===== src/rtl/core/sorted_key_table_defines.svh =====
// Assertion macros shared by the sorted key table RTL.
// Depends on nothing; the using module must provide clk and rst_n.
`ifndef SORTED_KEY_TABLE_DEFINES_SVH
`define SORTED_KEY_TABLE_DEFINES_SVH

// Same-cycle implication, disabled while reset is asserted.
`define SKT_ASSERT_NOW(lbl, ante, cons) \
    lbl: assert property (@(posedge clk) disable iff (!rst_n) (ante) |-> (cons)) \
        else $error("sorted_key_table: same-cycle check failed");

// Next-cycle implication, disabled while reset is asserted.
`define SKT_ASSERT_NEXT(lbl, ante, cons) \
    lbl: assert property (@(posedge clk) disable iff (!rst_n) (ante) |=> (cons)) \
        else $error("sorted_key_table: next-cycle check failed");

`endif


===== src/rtl/core/skt_pkg.sv =====
// Package for the sorted key table: widths, codes and the cell control and status types.
// Used by skt_cell and sorted_key_table; depends on nothing.
package skt_pkg;

    localparam int KEY_W       = 32;
    localparam int STATUS_W    = 2;
    localparam int COUNT_W     = 5;
    localparam int CAPACITY_DEF = 16;

    localparam logic REQ_INSERT = 1'b0;
    localparam logic REQ_REMOVE = 1'b1;

    localparam logic [STATUS_W-1:0] ST_DONE    = 2'd0;
    localparam logic [STATUS_W-1:0] ST_FULL    = 2'd1;
    localparam logic [STATUS_W-1:0] ST_MISSING = 2'd2;

    // Broadcast from the controller to every cell of the row.
    typedef struct packed {
        logic                    ins_en;
        logic                    rem_en;
        logic signed [KEY_W-1:0] key;
    } cell_ctl_t;

    // Reported by every cell back to the controller and its neighbors.
    typedef struct packed {
        logic lt;
        logic hit;
    } cell_stat_t;

endpackage


===== src/rtl/core/skt_cell.sv =====
// One slot of the sorted key table: holds one key and shifts with its neighbors.
// Depends on skt_pkg.
module skt_cell
(
    input  logic                            clk,
    input  logic                            occupied,
    input  skt_pkg::cell_ctl_t              ctl,
    input  logic                            left_lt,
    input  logic signed [skt_pkg::KEY_W-1:0] left_key,
    input  logic signed [skt_pkg::KEY_W-1:0] right_key,
    output skt_pkg::cell_stat_t             stat,
    output logic signed [skt_pkg::KEY_W-1:0] key_out
);

    logic signed [skt_pkg::KEY_W-1:0] key_reg;
    logic signed [skt_pkg::KEY_W-1:0] key_next;
    logic                             lt;
    logic                             at_pos;

    // Keys are ascending, so lt forms a run of ones from the left end.
    assign lt       = occupied && (key_reg < ctl.key);
    assign at_pos   = !lt && left_lt;
    assign stat.lt  = lt;
    assign stat.hit = at_pos && occupied && (key_reg == ctl.key);
    assign key_out  = key_reg;

    always_comb
    begin
        key_next = key_reg;
        if (ctl.ins_en && !lt)
        begin
            key_next = at_pos ? ctl.key : left_key;
        end
        else if (ctl.rem_en && !lt)
        begin
            key_next = right_key;
        end
    end

    always_ff @(posedge clk)
    begin
        key_reg <= key_next;
    end

endmodule


===== src/rtl/core/sorted_key_table.sv =====
// Sorted key table top level: request handshake, element count and cell row.
// Depends on skt_pkg, skt_cell and sorted_key_table_defines.svh.
//
// The table keeps up to CAPACITY signed 32-bit keys in ascending order, one
// key per cell in a row. A request (req_type, key) is taken when in_valid is
// high and in_stall is low. An insert places the key ahead of the first key
// that is not smaller; a remove deletes one copy of the key. Each request
// yields exactly one result (status, count, empty_res) on the output channel.
// Every cell compares its key with the request key in parallel; the compare
// results pick the insertion point, and each cell then loads its own key, the
// request key, or the key of its left or right neighbor, in a single pass.
// The result is registered and valid in the cycle after the request is taken.
// Throughput is one request per cycle while out_stall holds no result back.
// When the receiver raises out_stall the result holds, and in_stall rises so
// that no further request is taken until the result has been moved on.
// Reset clears the element count and the output valid; the key cells hold
// nothing meaningful until written, and keys beyond the count never affect a result.
// A full table rejects an insert with a full status; a remove of a missing key
// returns a not-found status; neither changes the table.
`include "sorted_key_table_defines.svh"

module sorted_key_table
#(
    parameter int CAPACITY = skt_pkg::CAPACITY_DEF
)
(
    input  logic                               clk,
    input  logic                               rst_n,
    input  logic                               in_valid,
    output logic                               in_stall,
    input  logic                               req_type,
    input  logic signed [skt_pkg::KEY_W-1:0]    key,
    output logic                               out_valid,
    input  logic                               out_stall,
    output logic [skt_pkg::STATUS_W-1:0]       status,
    output logic [skt_pkg::COUNT_W-1:0]        count,
    output logic                               empty_res
);

    localparam int CNT_W = $clog2(CAPACITY + 1);

    logic                              in_accept;
    logic                              is_full;
    logic                              found;
    logic [CNT_W-1:0]                  count_reg;
    logic [CNT_W-1:0]                  count_next;
    logic                              out_valid_reg;
    logic                              out_valid_next;
    logic [skt_pkg::STATUS_W-1:0]      status_reg;
    logic [skt_pkg::STATUS_W-1:0]      status_next;
    logic [skt_pkg::COUNT_W-1:0]       count_out_reg;
    logic                              empty_reg;
    skt_pkg::cell_ctl_t                ctl;
    skt_pkg::cell_stat_t               stat   [CAPACITY];
    logic signed [skt_pkg::KEY_W-1:0]  keys   [CAPACITY];
    logic [CAPACITY-1:0]               hit_vec;

    // A new request may enter whenever the output register is free or is
    // being emptied in this very cycle.
    assign in_stall  = out_valid_reg && out_stall;
    assign in_accept = in_valid && !in_stall;
    assign is_full   = (count_reg == CNT_W'(CAPACITY));
    assign found     = |hit_vec;

    // The enables go to every cell; a remove only shifts when the key exists.
    assign ctl.key    = key;
    assign ctl.ins_en = in_accept && (req_type == skt_pkg::REQ_INSERT) && !is_full;
    assign ctl.rem_en = in_accept && (req_type == skt_pkg::REQ_REMOVE) && found;

    genvar gi;
    generate
        for (gi = 0; gi < CAPACITY; gi++)
        begin : g_cell
            logic                             occ;
            logic                             l_lt;
            logic signed [skt_pkg::KEY_W-1:0] l_key;
            logic signed [skt_pkg::KEY_W-1:0] r_key;

            assign occ = (CNT_W'(gi) < count_reg);

            if (gi == 0)
            begin : g_left_end
                // The first cell has no smaller neighbor, so it is a
                // candidate position whenever its own key is not smaller.
                assign l_lt  = 1'b1;
                assign l_key = key;
            end
            else
            begin : g_left_mid
                assign l_lt  = stat[gi-1].lt;
                assign l_key = keys[gi-1];
            end

            if (gi == CAPACITY - 1)
            begin : g_right_end
                // The last slot is beyond the count after any remove.
                assign r_key = keys[gi];
            end
            else
            begin : g_right_mid
                assign r_key = keys[gi+1];
            end

            skt_cell u_cell
            (
                .clk       (clk),
                .occupied  (occ),
                .ctl       (ctl),
                .left_lt   (l_lt),
                .left_key  (l_key),
                .right_key (r_key),
                .stat      (stat[gi]),
                .key_out   (keys[gi])
            );

            assign hit_vec[gi] = stat[gi].hit;
        end
    endgenerate

    always_comb
    begin
        count_next  = count_reg;
        status_next = skt_pkg::ST_DONE;
        priority if (req_type == skt_pkg::REQ_INSERT && is_full)
        begin
            status_next = skt_pkg::ST_FULL;
        end
        else if (req_type == skt_pkg::REQ_INSERT)
        begin
            count_next = count_reg + CNT_W'(1);
        end
        else if (!found)
        begin
            status_next = skt_pkg::ST_MISSING;
        end
        else
        begin
            count_next = count_reg - CNT_W'(1);
        end
    end

    always_comb
    begin
        out_valid_next = out_valid_reg;
        if (in_accept)
        begin
            out_valid_next = 1'b1;
        end
        else if (!out_stall)
        begin
            out_valid_next = 1'b0;
        end
    end

    always_ff @(posedge clk or negedge rst_n)
    begin
        if (!rst_n)
        begin
            count_reg     <= '0;
            out_valid_reg <= 1'b0;
        end
        else
        begin
            out_valid_reg <= out_valid_next;
            if (in_accept)
            begin
                count_reg <= count_next;
            end
        end
    end

    // Result payload; it only loads with a request, so a stalled result holds.
    always_ff @(posedge clk)
    begin
        if (in_accept)
        begin
            status_reg    <= status_next;
            count_out_reg <= skt_pkg::COUNT_W'(count_next);
            empty_reg     <= (count_next == '0);
        end
    end

    assign out_valid = out_valid_reg;
    assign status    = status_reg;
    assign count     = count_out_reg;
    assign empty_res = empty_reg;

    `SKT_ASSERT_NOW(a_count_bound, 1'b1, count_reg <= CNT_W'(CAPACITY))
    `SKT_ASSERT_NEXT(a_insert_grows,
        ctl.ins_en, count_reg == $past(count_reg) + CNT_W'(1))
    `SKT_ASSERT_NEXT(a_miss_keeps_count,
        in_accept && req_type == skt_pkg::REQ_REMOVE && !found,
        count_reg == $past(count_reg) && status_reg == skt_pkg::ST_MISSING)
    `SKT_ASSERT_NOW(a_full_status,
        out_valid_reg && status_reg == skt_pkg::ST_FULL, count_reg == CNT_W'(CAPACITY))
    `SKT_ASSERT_NOW(a_one_hit, 1'b1, $onehot0(hit_vec))

endmodule


===== config.mk =====
export PLATFORM = sky130hd
export DESIGN_NAME = sorted_key_table
export DESIGN_NICKNAME = d
export VERILOG_FILES = /design/src/rtl/core/skt_pkg.sv /design/src/rtl/core/skt_cell.sv /design/src/rtl/core/sorted_key_table.sv
export VERILOG_INCLUDE_DIRS = /design/src /design/src/rtl/core
export SDC_FILE = /design/constraint.sdc
export NUM_CORES = 2
export LEC_CHECK = 0
export BUFFER_PORTS_ARGS = -buffer_cell sky130_fd_sc_hd__buf_2
export CAP_MARGIN = 30
export CORE_ASPECT_RATIO = 1.2
export CORE_MARGIN = 2
export CORE_UTILIZATION = 45
export DETAILED_ROUTE_END_ITERATION = 8
export GPL_TIMING_DRIVEN = 0
export REMOVE_ABC_BUFFERS = 1
export SKIP_LAST_GASP = 1
export SLEW_MARGIN = 20
export SYNTH_ARGS = -nofsm -noshare
export SYNTH_HDL_FRONTEND = slang
export SYNTH_SLANG_ARGS = --single-unit

===== constraint.sdc =====
create_clock -name clk -period 4.7 [get_ports clk]
set_clock_uncertainty 0.1 [all_clocks]
set_input_delay 1.41 -clock clk [delete_from_list [all_inputs] [get_ports clk]]
set_output_delay 1.41 -clock clk [all_outputs]
set_load 0.05 [all_outputs]

## Word-level counts from Yosys, hierarchy flattened

Index checks and enable logic that the tools add are counted.

- Register bits after elaboration: 526
- Input bits: 37
- Output and inout port bits: 10
- Word-level logic and storage cells: 264

- $add $sub $neg: 2
- $lt $le $gt $ge: 32
- Eq/ne operators: 18
- Multiplexer cells: 52
- Bitwise operators: 1
- Reduce and logical (&&, ||, !) cells: 137

Operators by type and width:

| operator | count |
|---|---|
| 2-to-1 mux 32 bit | 45 |
| equality test 32 bit | 16 |
| less-than comparator 32 bit | 16 |
| logical AND 1 bit | 101 |
| less-than comparator 4 x 5 -> 1 bit, first input constant | 8 |
| nonzero test 2 bit | 15 |
| less-than comparator 3 x 5 -> 1 bit, first input constant | 4 |
| zero test 1 bit | 18 |
| OR reduction 16 bit | 1 |
| 2-to-1 mux 5 bit | 3 |
| less-than comparator 1 x 5 -> 1 bit, first input constant | 2 |
| less-than comparator 2 x 5 -> 1 bit, first input constant | 2 |
| adder 5 x 1 -> 5 bit, second input constant | 1 |
| equality test 5 bit, second input constant | 1 |
| zero test 5 bit | 1 |
| subtractor 5 x 1 -> 5 bit, second input constant | 1 |
| 2-to-1 mux 1 bit | 3 |
| 2-to-1 mux 2 bit | 1 |
| inequality test 2 x 1 -> 1 bit, second input constant | 1 |
| OR reduction 2 bit | 1 |
| inverter 1 bit | 1 |

## Logic depth before layout (Yosys ltp)

- Depth after elaboration: 11
- Mapped depth: 15
- Gate-level depth less buffers: 13

## Modules after synthesis

Synthesis repeated with hierarchy kept, for this count alone.

- Cells, all modules: 3,666
- Area, all modules: 44,377.6 sq um

Modules (own cells, without submodules):

| module | instances | cells each | area an instance (sq um) | seq. area each (sq um) |
|---|---|---|---|---|
| skt_cell | 16 | 223 | 2,717.6 | 960.9 |
| sorted_key_table | 1 | 98 | 895.9 | 390.4 |

## Least setup slack after synthesis

No wires, ideal clock.

- Path type: input to register
- Start point: input port key[14] (netlist name)
- End point: register g_cell[4].u_cell.key_reg, in the netlist g_cell[4].u_cell.key_out[0], enable pin
- Library setup time: 432 ps
- Arrival time: 6,093 ps
- Data required time: 4,168 ps
- Slack: -1,925 ps
- Cell stages on the path: 13
- Path buffers: 0
- Cells stage by stage: inv_1 -> ha_1 -> a21oi_1 -> nand2_1 -> a221o_1 -> o31a_1 -> or4b_2 -> a211oi_1 -> a2111o_1 -> nor4_4 -> a21oi_2 -> nand2_1 -> a21oi_1

- Cells in the longest elaborated chain, start to end: 10
- Elaborated cells between the ends (all ways): 116
- Classes of those cells: order compare: 16; eq/ne: 16; reduce/logical: 84

Ends and longest elaborated chain:

| item | RTL line | RTL |
|---|---|---|
| from (decl) | sorted_key_table.sv:32 | `input logic signed [skt_pkg::KEY_W-1:0] key,` |
| less-than comparator 32 bit | skt_cell.sv:21 | `assign lt = occupied && (key_reg < ctl.key);` |
| logical AND 1 bit | skt_cell.sv:21 |  |
| zero test 1 bit, on equally long branches | skt_cell.sv:22, skt_cell.sv:30, skt_cell.sv:34 |  |
| logical AND 1 bit | skt_cell.sv:22 | `assign at_pos = !lt && left_lt;` |
| logical AND 1 bit (2 in a row) | skt_cell.sv:24 | `assign stat.hit = at_pos && occupied && (key_reg == ctl.key);` |
| OR reduction 16 bit | sorted_key_table.sv:63 | `assign found = \|hit_vec;` |
| logical AND 1 bit | sorted_key_table.sv:68 | `assign ctl.rem_en = in_accept && (req_type == skt_pkg::REQ_REMOVE) && found;` |
| logical AND 1 bit | skt_cell.sv:34 | `else if (ctl.rem_en && !lt)` |
| nonzero test 2 bit (no source line) (*) | n/a |  |
| to (signal assigned) | skt_cell.sv:42 | `key_reg <= key_next;` |
| to (decl) | skt_cell.sv:15 | `logic signed [skt_pkg::KEY_W-1:0] key_reg;` |

Every way passes the cells marked *; elsewhere a longest branch is shown, timed or not.
A chain may end at the register's enable or synchronous reset.

## Final worst setup path

- Start point: input port key[29] (netlist name)
- End point: register g_cell[14].u_cell.key_reg, in the netlist g_cell[14].u_cell.key_out[20], enable pin

- Cells in the longest elaborated chain, start to end: 10
- Elaborated cells between the ends (all ways): 116
- Classes of those cells: order compare: 16; eq/ne: 16; reduce/logical: 84

Ends and longest elaborated chain:

| item | RTL line |
|---|---|
| less-than comparator 32 bit | skt_cell.sv:21 |
| logical AND 1 bit | skt_cell.sv:21 |
| zero test 1 bit, on equally long branches | skt_cell.sv:22, skt_cell.sv:30, skt_cell.sv:34 |
| logical AND 1 bit | skt_cell.sv:22 |
| logical AND 1 bit (2 in a row) | skt_cell.sv:24 |
| OR reduction 16 bit | sorted_key_table.sv:63 |
| logical AND 1 bit | sorted_key_table.sv:68 |
| logical AND 1 bit | skt_cell.sv:34 |
| nonzero test 2 bit (no source line) (*) | n/a |
| to (signal assigned) | skt_cell.sv:42 |
| to (decl) | skt_cell.sv:15 |

Marks and branches as above.

==> flow_summary.yaml <==
status:
  outcome: "finished with violations"
  violations: "setup timing"
clocking:
  cts_buffers: 60
  cts_tree: "built"
  clk_pin_slew_ns: 0.06
  cts_root_buf: "clkbuf_16"
  cts_buffer_depth: 3
  clock_latency_ns: 0.65
  htreeDepth: 2
  cts_hold_buf: 0
  cts.sinks: 526
route:
  ant_nets: 0
  detail_route.first_pass.iterations: 6
  viasPerCell: 5.95
  remaining_drc_errors: 0
  drt-total-wl_um: 119000
  vias: 31554
  wl_per_cell_um: 22.5
  drtIter0Drc: 2557
final_layout:
  drive_gt1_share_pct: 19.2
  nets: 4687
  fin_cells: 5303
  syn2layout_area_growth_pct: 24.4
  largest_register_ffs: 512
  final_area_mm2: 0.0474
  nFillCells: 7139
  insertedDiodeCount: 0
timing:
  final_max_slew_viol_count: 0
  setup_viol: 713
  fmaxAchievable_mhz: 187
  holdWs_ns: 0.436
  layout_setup_ws_ns: -0.652
  finalHoldViolations: 0
  tightest_slew_ns: 0.972
  rsz0062_at_grt: "yes"
  layout_worst_path_cycle_share_pct: 114
  fin_crit_ns: 5.35
  relSlewSlack_pct: 34.9
synth:
  synth.most_common_cell: "a21oi_1"
  synth_top_area_cell: "edfxtp_1"
  synth-seq-cells: 526
  yosysSeqAreaShare_pct: 41.3
  syn_area_mm2: 0.0381
  synth_commonest_cells: "582 x a21oi_1, 520 x edfxtp_1, 515 x ha_1"
  synth.distinct_cells: 79
  syn_avg_cell_area_um2: 9.81
  ys_async_sr_fraction_pct: 1.14
  synth_top_area_share_pct: 40.9
  ys.flop_type: "edfxtp_1"
  yosys_warnings: 0
  synth-edff-count: 520
  syn_inst: 3889
  netlist_top_cells_area: "edfxtp_1 41%, ha_1 17%, mux2i_1 7.7%"
setup_path:
  crit_fanout: 16
  required_ns: 4.95
  worstPathArrival_ns: 5.61
  crit_path_end_kind: "register"
  reg2reg_depth: 13
  r2r-end: "g_cell[0].u_cell.key_out[18]"
  critical_path_class: "input port to register"
  path_delay_family: "simple AND/OR/NAND/NOR gates"
  worstPathCellList: "buf_16, clkinvlp_4, buf_12, clkbuf_16, ha_1, and4_1, nand4_1, nor4_4, buf_4, a221oi_4, nor4_4, a2111o_1, nor4_4, buf_6, a21oi_4, buf_6, nand2_8, buf_12, nor2_4, buf_12"
  r2r-start: "count_reg[4]"
  cp_slowest_cell: "nor4_4"
  crit_buf_inv: 9
  slowest_delay_ns: 0.42
  rrSetupSlack_ns: 0.06
  start_kind: "input port"
power_and_ir_drop:
  power_switching_w: 0.00639
  p_int_w: 0.0114
  power_leakage_nw: 19.0
  irDropWorstVdd_mv: 0.326
  power.total_w: 0.0178
  pwr-share-clk_pct: 27.0
  power-per-cell-area_mw_per_mm2: 376
  power.share.sequential_pct: 35.7
  p_comb_share_pct: 37.3
  p_sw_share_pct: 35.8
floorplan:
  std_cell_rows: 116
  dieArea_mm2: 0.0871
  core_mm2: 0.0837
  die_h_um: 323
  initial_utilization_pct: 45.5
  die_w_um: 270
  pin_count: 47
min_path:
  hold_start: "out_valid"
  min_path_type: "register to register"
  min_path_cells: 2
  holdPathEnd: "out_valid"
global_route:
  grt_use_met1_pct: 34.6
  grt_use_total_pct: 25.9
  top_usage_layer: "met2"
  grt_use_met3_pct: 3.32
  grt_pass1_vias: 29755
  grt_pass1_wl_um: 176000
  grt-ovfl-total: 0
  antenna_found_initial: 0
  use_met2_pct: 42.8
  grt_start_max_net_pins: 65
placed_design:
  placed_area_mm2: 0.0404
  io_buffers: 46
  dp_slack_ns: -3.53
  placedCellCount: 4899
  place.gp.congestion: 0.938
  hpwl_um: 81700
job:
  cap_violations: 0
## layer usage
metal / wire (µm) / vias to the layer above
li1: - / 15181
met1: 52100 / 15124
met2: 55100 / 1014
met3: 7220 / 235
met4: 4730 / 0
met5: 0 / -
## power groups by stage
stage               combinational (W)  clock [W]  sequential [W]
floorplan                     0.00403          0         0.00632
global placement              0.00535          0         0.00646
detailed placement            0.00582          0         0.00643
CTS                           0.00635    0.00490         0.00634
global route                  0.00724    0.00505         0.00641
finish                        0.00665    0.00481         0.00637
## cell families (layout without fill, tap and decap cells)
group	after synthesis	after routing	share of synthesized area, %
AND/OR/NAND/NOR	1135	1137	13.5
multiplexers	356	356	9.55
buffers and inverters	283	573	2.81
XOR/XNOR	8	8	0.184
adder cells (fa/ha/maj)	515	515	16.9
flip-flops	526	526	41.3
AO/OA/AOI/OAI	1066	1067	15.7
## what timing repair did
action | CTS | global route
setup buffers | 183 | 72
resized for setup | 293 | 164
cloned | 36 | 4
endpoints found under the setup margin | 1036 | 853
pin swaps | 60 | 76
endpoints found under the hold margin | 0 | 0
## layout by cell type (no fill, tap or decap), drive strengths merged, types with 57 or more instances in the layout
cell,netlist,final
o21ai,277,277
clkinvlp,0,65
a21oi,585,585
ha,515,515
mux2i,292,292
buf,17,353
mux2,64,64
clkbuf,194,86
nor2,448,448
nand2,348,349
nand3,66,66
edfxtp,520,520
nand4,102,102
a21o,56,57
## per-stage QoR
step | util (%) | TNS, ns
after floorplan | - | -2105.00
after CTS | 54.5 | -225.64
after detailed placement | 48.3 | -2452.00
after global routing | 56.7 | -334.74
final | 56.7 | -290.51
after global placement | 46.5 | -5052.10
## final cells by class
cell class	count	area, µm²	share of cell area (%)
repair inverters	31	233	0.490
multi-input cells	3083	23100	48.7
clock buffers	78	1620	3.41
flip-flops and latches	526	15800	33.2
inverters	72	387	0.815
clock inverters	31	323	0.680
repair buffers	361	4630	9.75
well taps	1121	1400	2.96
## worst reg2reg max path, delay by kind of cell, from the launching register on
family | cells | cell delay, ns
buf+inv | 5 | 0.81
flops | 1 | 0.68
compound gates | 4 | 1.13
simple gates | 4 | 1.66
## how the worst max path moves through the flow
stage,depth (start not counted),endpoint,start
after floorplan,12,g_cell[6].u_cell.key_out[0],key[25]
after global placement,12,g_cell[6].u_cell.key_out[20],key[15]
after detailed placement,14,g_cell[8].u_cell.key_out[6],key[21]
after CTS,20,g_cell[8].u_cell.key_out[25],key[20]
after global routing,20,g_cell[13].u_cell.key_out[18],key[29]
final,20,g_cell[14].u_cell.key_out[20],key[29]
(Power assumes the default switching activity.)
